**src/rtl/stpw_pkg.sv**
```systemverilog
// Package with widths, register map and constants of the stopwatch unit.
package stpw_pkg;

  localparam int unsigned CfgW      = 8;
  localparam int unsigned PaddrW    = 3;
  localparam int unsigned PdataW    = 32;
  localparam int unsigned InDataW   = 8;
  localparam int unsigned OutDataW  = 16;
  localparam int unsigned OnesW     = 4;
  localparam int unsigned TensW     = 3;

  localparam logic [OnesW-1:0] OnesLast = 4'd9;
  localparam logic [TensW-1:0] TensLast = 3'd5;

  localparam logic [CfgW-1:0] TicksPerSecondRst = 8'd4;
  localparam logic [CfgW-1:0] HoldTicksRst      = 8'd4;

  typedef enum logic {
    REG_TICKS_PER_SECOND = 1'b0,
    REG_HOLD_TICKS       = 1'b1
  } reg_idx_e;

  // Result fields, highest bit first.
  typedef struct packed {
    logic             holding;
    logic             led_lit;
    logic [TensW-1:0] tens_digit;
    logic [OnesW-1:0] ones_digit;
  } result_t;

endpackage

```
**src/rtl/stopwatch_hold_long_press_reset_unit.sv**
```systemverilog
// Top level of the BCD seconds stopwatch with hold button and long-press clear.
//
// Input stream (s_axis): one transaction carries a button change with its
// level and a timer tick. Output stream (m_axis): one transaction per input
// transaction, carrying the digits, LED and hold flag after that input.
// Latency: the result is valid in the cycle after the input is accepted.
// Throughput: one transaction per cycle unless the receiver stalls; all state
// updates are combinational, between the state registers and result register.
// The result register decouples the sides: a new input is taken while the
// previous result is being taken in the same cycle; while the receiver
// stalls with a result pending, s_axis_tready stays low and the result holds.
// APB port: ticks_per_second at 0x0, hold_ticks at 0x4, written in the
// access cycle; reads return the register values. pready is always high.
// Reset: digits, prescaler, long-press count, mode and LED clear, both
// registers return to 4, and no result is pending.
module stopwatch_hold_long_press_reset_unit (
  input  logic                         clk_i,
  input  logic                         rst_ni,
  input  logic                         s_axis_tvalid,
  output logic                         s_axis_tready,
  // [0] button_event, [1] button_level, [2] tick, [7:3] zero
  input  logic [stpw_pkg::InDataW-1:0]  s_axis_tdata,
  output logic                         m_axis_tvalid,
  input  logic                         m_axis_tready,
  // [3:0] ones_digit, [6:4] tens_digit, [7] led_lit, [8] holding, [15:9] zero
  output logic [stpw_pkg::OutDataW-1:0] m_axis_tdata,
  input  logic                         psel,
  input  logic                         penable,
  input  logic                         pwrite,
  input  logic [stpw_pkg::PaddrW-1:0]   paddr,
  input  logic [stpw_pkg::PdataW-1:0]   pwdata,
  output logic [stpw_pkg::PdataW-1:0]   prdata,
  output logic                         pready
);

  logic [stpw_pkg::CfgW-1:0]  tps_q, hold_ticks_q;
  logic                      hold_q, hold_d, pressed_q, pressed_d, led_q, led_d;
  logic [stpw_pkg::CfgW-1:0]  presc_q, presc_d, press_q, press_d;
  logic [stpw_pkg::OnesW-1:0] ones_q, ones_d;
  logic [stpw_pkg::TensW-1:0] tens_q, tens_d;
  logic                      out_valid_q;
  stpw_pkg::result_t         res_q, res_d;
  logic                      in_xfer, cfg_wr;
  logic                      ev, lvl, tk;
  stpw_pkg::reg_idx_e        reg_sel;

  assign pready  = 1'b1;
  assign cfg_wr  = psel && penable && pwrite && pready;
  assign reg_sel = stpw_pkg::reg_idx_e'(paddr[2]);

  always_comb begin
    unique case (reg_sel)
      stpw_pkg::REG_TICKS_PER_SECOND: prdata = {{(stpw_pkg::PdataW-stpw_pkg::CfgW){1'b0}}, tps_q};
      stpw_pkg::REG_HOLD_TICKS:       prdata = {{(stpw_pkg::PdataW-stpw_pkg::CfgW){1'b0}},
                                                hold_ticks_q};
      default:                        prdata = '0;
    endcase
  end

  always_ff @(posedge clk_i or negedge rst_ni) begin
    if (!rst_ni) begin
      tps_q        <= stpw_pkg::TicksPerSecondRst;
      hold_ticks_q <= stpw_pkg::HoldTicksRst;
    end else if (cfg_wr) begin
      if (reg_sel == stpw_pkg::REG_TICKS_PER_SECOND) begin
        tps_q <= pwdata[stpw_pkg::CfgW-1:0];
      end else begin
        hold_ticks_q <= pwdata[stpw_pkg::CfgW-1:0];
      end
    end
  end

  assign s_axis_tready = !out_valid_q || m_axis_tready;
  assign in_xfer       = s_axis_tvalid && s_axis_tready;
  assign ev            = s_axis_tdata[0];
  assign lvl           = s_axis_tdata[1];
  assign tk            = s_axis_tdata[2];

  // Button first, then tick: advance or LED blink, then long-press clear.
  always_comb begin
    hold_d    = hold_q;
    pressed_d = pressed_q;
    led_d     = led_q;
    presc_d   = presc_q;
    press_d   = press_q;
    ones_d    = ones_q;
    tens_d    = tens_q;
    if (ev) begin
      press_d = '0;
      if (lvl) begin
        if (!pressed_q) begin
          pressed_d = 1'b1;
          hold_d    = !hold_q;
          led_d     = !hold_q;
        end
      end else begin
        pressed_d = 1'b0;
      end
    end
    if (tk) begin
      if (!hold_d) begin
        presc_d = presc_q + 8'd1;
        if (presc_d == tps_q) begin
          presc_d = '0;
          if (ones_q >= stpw_pkg::OnesLast) begin
            ones_d = '0;
            tens_d = (tens_q >= stpw_pkg::TensLast) ? '0 : tens_q + 3'd1;
          end else begin
            ones_d = ones_q + 4'd1;
          end
        end
      end else begin
        led_d = !led_d;
      end
      if (pressed_d) begin
        press_d = press_d + 8'd1;
        if (press_d == hold_ticks_q) begin
          press_d = '0;
          ones_d  = '0;
          tens_d  = '0;
          presc_d = '0;
        end
      end
    end
    res_d.ones_digit = ones_d;
    res_d.tens_digit = tens_d;
    res_d.led_lit    = led_d;
    res_d.holding    = hold_d;
  end

  always_ff @(posedge clk_i or negedge rst_ni) begin
    if (!rst_ni) begin
      hold_q      <= 1'b0;
      pressed_q   <= 1'b0;
      led_q       <= 1'b0;
      presc_q     <= '0;
      press_q     <= '0;
      ones_q      <= '0;
      tens_q      <= '0;
      out_valid_q <= 1'b0;
    end else begin
      if (in_xfer) begin
        hold_q      <= hold_d;
        pressed_q   <= pressed_d;
        led_q       <= led_d;
        presc_q     <= presc_d;
        press_q     <= press_d;
        ones_q      <= ones_d;
        tens_q      <= tens_d;
        out_valid_q <= 1'b1;
      end else if (m_axis_tready) begin
        out_valid_q <= 1'b0;
      end
    end
  end

  always_ff @(posedge clk_i) begin
    if (in_xfer) begin
      res_q <= res_d;
    end
  end

  assign m_axis_tvalid = out_valid_q;
  assign m_axis_tdata  = {{(stpw_pkg::OutDataW-$bits(stpw_pkg::result_t)){1'b0}}, res_q};

endmodule

```
**config.mk**
```make
export PLATFORM = sky130hd
export DESIGN_NAME = stopwatch_hold_long_press_reset_unit
export DESIGN_NICKNAME = d
export VERILOG_FILES = /design/src/rtl/stpw_pkg.sv /design/src/rtl/stopwatch_hold_long_press_reset_unit.sv
export SDC_FILE = /design/constraint.sdc
export NUM_CORES = 1
export LEC_CHECK = 0
export BUFFER_PORTS_ARGS = -buffer_cell sky130_fd_sc_hd__buf_2
export CELL_PAD_IN_SITES_DETAIL_PLACEMENT = 1
export CELL_PAD_IN_SITES_GLOBAL_PLACEMENT = 1
export CORE_UTILIZATION = 40
export CTS_BUF_LIST = sky130_fd_sc_hd__clkbuf_8
export CTS_CLUSTER_DIAMETER = 150
export DETAILED_ROUTE_END_ITERATION = 6
export GPL_ROUTABILITY_DRIVEN = 0
export GPL_TIMING_DRIVEN = 0
export HOLD_SLACK_MARGIN = 0.06
export PLACE_DENSITY = 0.86
export SKIP_CTS_REPAIR_TIMING = 1
export SKIP_LAST_GASP = 1
export SYNTH_ARGS = -nofsm -noshare
export SYNTH_HDL_FRONTEND = slang
export SYNTH_SLANG_ARGS = --single-unit
export TNS_END_PERCENT = 10
```
**constraint.sdc**
```tcl
create_clock -name clk_i -period 4.22 [get_ports clk_i]
set_clock_uncertainty 0.1 [all_clocks]
set_input_delay 1.266 -clock clk_i [delete_from_list [all_inputs] [get_ports clk_i]]
set_output_delay 1.266 -clock clk_i [all_outputs]
set_load 0.01 [all_outputs]
```
# Word level (Yosys, flattened, before mapping)
# Cells that the tools add are included.
dict set report word_totals {
  latch_bits 0
  mem_count 0
  mem_bits_ro 0
  ram_bits 0
  reg_bits 52
  out_inout_bits 51
  wordCells 68
  input_bits 50
}
dict set report op_classes {
  n_mul 0
  n_bitwise 1
  reduce_logical 11
  add_sub_neg 4
  order_cmp 2
  shift 0
  div 0
  eq_ne 2
  muxes 34
}
# op count
set op_table {}
lappend op_table {{8-bit 2-to-1 mux} 8}
lappend op_table {{32-bit case mux with 2 select lines} 1}
lappend op_table {{4-bit 2-to-1 mux} 6}
lappend op_table {{3-bit 2-to-1 mux} 7}
lappend op_table {{8-bit by 1-bit adder with 8-bit output (second input constant)} 2}
lappend op_table {{8-bit equality test} 2}
lappend op_table {{1-bit 2-to-1 mux} 12}
lappend op_table {{2-bit AND reduction} 3}
lappend op_table {{4-bit by 1-bit adder with 4-bit output (second input constant)} 1}
lappend op_table {{4-bit greater-or-equal comparator (second input constant)} 1}
lappend op_table {{3-bit by 1-bit adder with 3-bit output (second input constant)} 1}
lappend op_table {{3-bit greater-or-equal comparator (second input constant)} 1}
lappend op_table {{1-bit logical AND} 3}
lappend op_table {{1-bit logical NOT} 3}
lappend op_table {{2-bit nonzero test} 1}
lappend op_table {{1-bit logical OR} 1}
lappend op_table {{1-bit inverter} 1}

# Logic depth before layout (Yosys ltp)
dict set report logic_depth {
  word_depth 8
  mapped_depth 12
}

# Worst setup path before layout
# Ideal clock, no wire load.
dict set report synth_timing {
  path_type {input to register}
  startpoint {in s_axis_tdata[0] (netlist bit)}
  endpoint {reg res_q, in the netlist m_axis_tdata[2], data pin}
  stages 12
  arrival_time_ps 3743
  path_buffers 3
  slack_ps 103
  path_cell_list {clkbuf_1 -> buf_1 -> nor2b_1 -> ha_1 -> nand2_1 -> or3_1 -> a2111oi_0 -> a211o_1 -> nand4_1 -> clkbuf_1 -> o21ai_0 -> o221ai_1}
}
dict set report synth_between {
  elab_chain_len 6
  elab_cells_between_ends 9
  classes_between {add/sub: 1; eq/ne: 1; mux: 7}
}
# item line
set synth_lines {}
lappend synth_lines {{start: declaration} stopwatch_hold_long_press_reset_unit.sv:22} ;# input logic [stpw_pkg::InDataW-1:0] s_axis_tdata,
lappend synth_lines {{8-bit 2-to-1 mux} stopwatch_hold_long_press_reset_unit.sv:88} ;# if (ev) begin
lappend synth_lines {{8-bit by 1-bit adder with 8-bit output} stopwatch_hold_long_press_reset_unit.sv:116} ;# press_d = press_d + 8'd1;
lappend synth_lines {{8-bit equality test} stopwatch_hold_long_press_reset_unit.sv:117} ;# if (press_d == hold_ticks_q) begin
lappend synth_lines {{4-bit 2-to-1 mux} stopwatch_hold_long_press_reset_unit.sv:117}
lappend synth_lines {{4-bit 2-to-1 mux *} stopwatch_hold_long_press_reset_unit.sv:115} ;# if (pressed_d) begin
lappend synth_lines {{4-bit 2-to-1 mux *} stopwatch_hold_long_press_reset_unit.sv:100} ;# if (tk) begin
lappend synth_lines {{net ones_d (one bit)} stopwatch_hold_long_press_reset_unit.sv:39} ;# logic [stpw_pkg::OnesW-1:0] ones_q, ones_d;
lappend synth_lines {{end signal: assignment} stopwatch_hold_long_press_reset_unit.sv:159} ;# res_q <= res_d;
lappend synth_lines {{end: declaration} stopwatch_hold_long_press_reset_unit.sv:42} ;# stpw_pkg::result_t res_q, res_d;
# The timed path passes the listed nets; every way through them passes the cells marked *.
# A chain may end at the register's enable or synchronous reset.

# Final worst setup path
dict set report layout_timing {
  startpoint {in s_axis_tdata[0] (netlist bit)}
  endpoint {reg tens_q[1] (netlist bit)}
}
dict set report layout_between {
  elab_chain_len 6
  elab_cells_between_ends 9
  classes_between {add/sub: 1; eq/ne: 1; mux: 7}
}
# item line
set layout_lines {}
lappend layout_lines {{8-bit 2-to-1 mux} stopwatch_hold_long_press_reset_unit.sv:88}
lappend layout_lines {{8-bit by 1-bit adder with 8-bit output} stopwatch_hold_long_press_reset_unit.sv:116}
lappend layout_lines {{8-bit equality test} stopwatch_hold_long_press_reset_unit.sv:117}
lappend layout_lines {{3-bit 2-to-1 mux} stopwatch_hold_long_press_reset_unit.sv:117}
lappend layout_lines {{3-bit 2-to-1 mux *} stopwatch_hold_long_press_reset_unit.sv:115}
lappend layout_lines {{3-bit 2-to-1 mux *} stopwatch_hold_long_press_reset_unit.sv:100}
lappend layout_lines {{end signal: assignment} stopwatch_hold_long_press_reset_unit.sv:149} ;# tens_q <= tens_d;
lappend layout_lines {{end: declaration} stopwatch_hold_long_press_reset_unit.sv:40} ;# logic [stpw_pkg::TensW-1:0] tens_q, tens_d;
# Mark *: on every way between the ends. The rest lies on a longest branch, timed or not.

==> impl_metrics.py <==
metrics = {
    "synth": {
        "synthCells": 366,
        "synth_edf_count": 9,
        "synth_adder_area_share": 0.02512,
        "synthXorXnorAreaFrac": 0.05023,
        "ys.flop_type": "dfrtp_1",
        "avgSynthCellArea_um2": 9.528,
        "yosysUniqueCellTypes": 64,
        "synth-compound-area-share": 0.1529,
        "seq_area_frac_synth": 0.3868,
        "yosys-mux-area-fraction": 0.1012,
        "ys_ff_latch": 52,
        "synthesis.area_um2": 3487,
        "synth_top_family_by_area": "simple AND/OR/NAND/NOR gates",
        "synth_warnings": 0,
        "synthSimpleGateAreaFrac": 0.1733,
        "synthArstFlopShare": 0.8269,
    },
    "floorplanning": {
        "ioPinCount": 101,
        "core_um2": 8341,
        "rows": 33,
        "die_w_um": 95.37,
        "fp.dieArea_um2": 9095,
        "initial_core_util": 0.4181,
        "die_height_um": 95.37,
    },
    "final_layout": {
        "drive_gt1_frac": 0.2944,
        "area_delta_synth_final_pct": 18.01,
        "final_area_um2": 4115,
        "diodes": 0,
        "nNetsFinal": 501,
    },
    "sta": {
        "max_freq_mhz": 242.0,
        "hold_viol": 0,
        "slew_headroom": 0.3211,
        "worstMarginPinSlew_ps": 1018,
        "fin_setup_tns_ps": 0,
        "drv_slew": 0,
        "fin_crit_sh": 0.9792,
        "timing.final.ws_setup_ps": 87.80,
        "rsz0062_at_grt": "yes",
        "min_period_ps": 4132,
        "setup_viol": 0,
    },
    "pwr": {
        "pwr-share-comb": 0.388,
        "pwr-share-clk": 0.183,
        "p_sw_frac": 0.3889,
        "intPower_mw": 1.035,
        "power_frac_seq": 0.429,
        "p_sw_uw": 658.5,
        "vdd_drop_max_uv": 224.6,
        "p_per_area_nw_per_um2": 411.4,
        "power_mw": 1.693,
        "p_leak_nw": 1.847,
    },
    "critical_path": {
        "worstPathCellList": "clkbuf_1 -> buf_6 -> nor2b_1 -> ha_2 -> nand2_1 -> or3_1 -> a41o_1 -> a211o_1 -> nand4_1 -> buf_4 -> or4b_4 -> o22ai_1",
        "r2r_cells": 10,
        "arrival_ps": 4270,
        "rrSetupSlack_ps": 890,
        "crit_path_end_kind": "register",
        "crit_path_start_kind": "input pin",
        "cp_max_fo": 10,
        "crit_type": "input pin to register",
        "r2r_start": "press_q[0]$_DFFE_PN0P_",
        "critPathSlowestCell": "or4b_4",
        "crit_required_ps": 4360,
        "reg2reg_to": "tens_q[1]$_DFFE_PN0P_",
        "slowest_delay_ps": 460,
    },
    "detailed_routing": {
        "wl_um": 9038,
        "ant_nets": 0,
        "drt_pass1_iterations": 4,
        "vias_per_cell": 5.513,
        "routedWlPerCell_um": 16.43,
        "drt_iter0_markers": 158,
        "route.detailed.drc": 0,
        "via_count": 3032,
    },
    "clock_tree": {
        "cts_tree": "built",
        "cts_made_buffers": 5,
        "ctsHtreeMaxLevel": 2,
        "worstSkewPairLatency_ps": 310,
        "clk_pin_slew_ps": 100,
        "clockBufferDepth": 2,
        "numClockSinks": 52,
        "cts-root-buf": "clkbuf_8",
    },
    "placement": {
        "dpl_worst_slack_ps": -913.5,
        "port_buffers": 35,
        "dpl_cell_area_um2": 3906,
        "dp_hpwl_um": 6612,
    },
    "worst_hold_path": {
        "holdCritPathClass": "register to register",
        "holdPathEnd": "press_q[7]$_DFFE_PN0P_",
        "hold_path.startpoint": "press_q[7]$_DFFE_PN0P_",
        "holdPathStages": 1,
    },
    "global_route": {
        "grt_max_degree": 44,
        "grt_antenna_before_repair": 0,
        "grt_pass1_wl_um": 14390,
        "grt_overflow": 0,
        "track_usage": 0.2027,
        "grt_pass1_vias": 3025,
    },
    "run_status": {
        "outcome": "complete, no violations",
    },
    "flow_run": {
        "cap_viol_max_count": 0,
    },
}
## layer usage
layer / vias up / share of wire / global-route usage
met5: - / 0 / 0
met4: 0 / 0.017 / 0.05970
met3: 14 / 0.038 / 0.02791
met2: 74 / 0.52 / 0.3631
met1: 1518 / 0.43 / 0.2521
li1: 1426 / - / -
## state kept, by name, indices dropped and copies added, names as in the netlist
register	cells
led_q	1
m_axis_tvalid	1
pressed_q	1
hold_q	1
ones_q	4
m_axis_tdata	9
press_q	8
tens_q	3
presc_q	8
tps_q	8
hold_ticks_q	8
## cell type report
cell class,instances,area (um^2)
fill,985,4225
multi-input combinational,279,1931
sequential,52,1349
buffer,44,310.3
timing repair buffer,41,220.2
tap,105,131.4
inverter,21,78.83
clock buffer,5,68.82
clock inverter,3,26.28
## synth_stat cells (2+ instances only)
master | count | area [um^2]
a2111oi_0 | 2 | 17.52
a211oi_1 | 2 | 15.01
a21oi_1 | 6 | 30.03
a22o_1 | 6 | 52.55
a31oi_1 | 8 | 50.05
a41oi_1 | 3 | 26.28
and3_1 | 4 | 25.02
buf_2 | 2 | 10.01
buf_4 | 33 | 247.7
clkbuf_1 | 7 | 26.28
conb_1 | 2 | 7.510
dfrtp_1 | 41 | 1026
dfstp_2 | 2 | 52.55
edfxtp_1 | 9 | 270.3
ha_1 | 7 | 87.58
inv_1 | 21 | 78.83
mux2_2 | 26 | 292.8
mux2i_1 | 6 | 60.06
nand2_1 | 31 | 116.4
nand2b_1 | 5 | 31.28
nand3_1 | 12 | 60.06
nand4_1 | 7 | 43.79
nand4b_1 | 2 | 17.52
nor2_1 | 16 | 60.06
nor2b_1 | 7 | 43.79
nor3_1 | 5 | 25.02
nor4_1 | 4 | 25.02
nor4b_1 | 2 | 17.52
o21a_1 | 2 | 15.01
o21ai_0 | 15 | 75.07
o221ai_1 | 3 | 26.28
o22ai_1 | 7 | 43.79
o311ai_0 | 2 | 17.52
o31ai_1 | 2 | 15.01
o41ai_1 | 2 | 17.52
or2_2 | 5 | 31.28
or3_1 | 3 | 18.77
or4_1 | 3 | 22.52
xnor2_1 | 17 | 148.9
xor2_1 | 3 | 26.28
## critical path: cells and delay by family
family / cells / cell delay (ps)
buf+inv: 3 / 590
compound gates: 3 / 820
simple gates: 5 / 1350
fa+ha+maj: 1 / 240
## cells by family (layout without fill, tap and decap cells)
| logic type | after synthesis | in the layout |
|---|---|---|
| multiplexers | 32 | 32 |
| AND/OR/NAND/NOR | 113 | 113 |
| flip-flops | 52 | 52 |
| adder cells (fa/ha/maj) | 7 | 7 |
| other | 2 | 32 |
| buffers and inverters | 65 | 114 |
| XOR/XNOR | 20 | 20 |
| AO/OA/AOI/OAI | 75 | 75 |
## metrics by stage
step	hold WS, ps	util	instances
after floorplan	380.7	-	396
after detailed placement	403.8	0.4683	536
final	438.4	0.4934	550
after CTS	442.0	0.4797	544
after global routing	461.4	0.4934	550
after global placement	396.1	0.4683	536
## power groups by stage
stage	Combinational, mW	Sequential, mW	Clock, mW
final	0.657	0.726	0.309
after detailed placement	0.616	0.736	0
after global routing	0.729	0.741	0.338
after floorplan	0.463	0.706	0
after CTS	0.619	0.725	0.320
after global placement	0.577	0.725	0
## layout by cell type (no fill, tap or decap), types with 3 or more instances in the layout
cell type  count
a21oi_1        6
a22o_1         6
a31oi_1        8
and3_1         4
buf_2         37
buf_4         40
clkbuf_1       6
clkbuf_8       5
conb_1        32
dfrtp_1       41
edfxtp_1       9
ha_1           6
inv_1         21
mux2_2        26
mux2i_1        6
nand2_1       31
nand2b_1       5
nand3_1       12
nand4_1        7
nor2_1        16
nor2b_1        7
nor3_1         4
nor4_1         4
o21ai_0       15
o221ai_1       3
o22ai_1        7
or2_2          5
or3_1          3
or4_1          3
xnor2_1       17
xor2_1         3
## worst max-delay path by stage
stage                                from                         to  cells past startpoint
after CTS                 s_axis_tdata[0]     presc_q[3]$_DFFE_PN0P_                     11
after global routing      s_axis_tdata[0]  m_axis_tdata[5]$_DFFE_PP_                     12
final                     s_axis_tdata[0]      tens_q[1]$_DFFE_PN0P_                     12
after floorplan           s_axis_tdata[0]  m_axis_tdata[2]$_DFFE_PP_                     12
after detailed placement  s_axis_tdata[0]     presc_q[3]$_DFFE_PN0P_                     11
after global placement    s_axis_tdata[0]     presc_q[1]$_DFFE_PN0P_                     11
No activity file was read; power rests on OpenSTA's default activity.
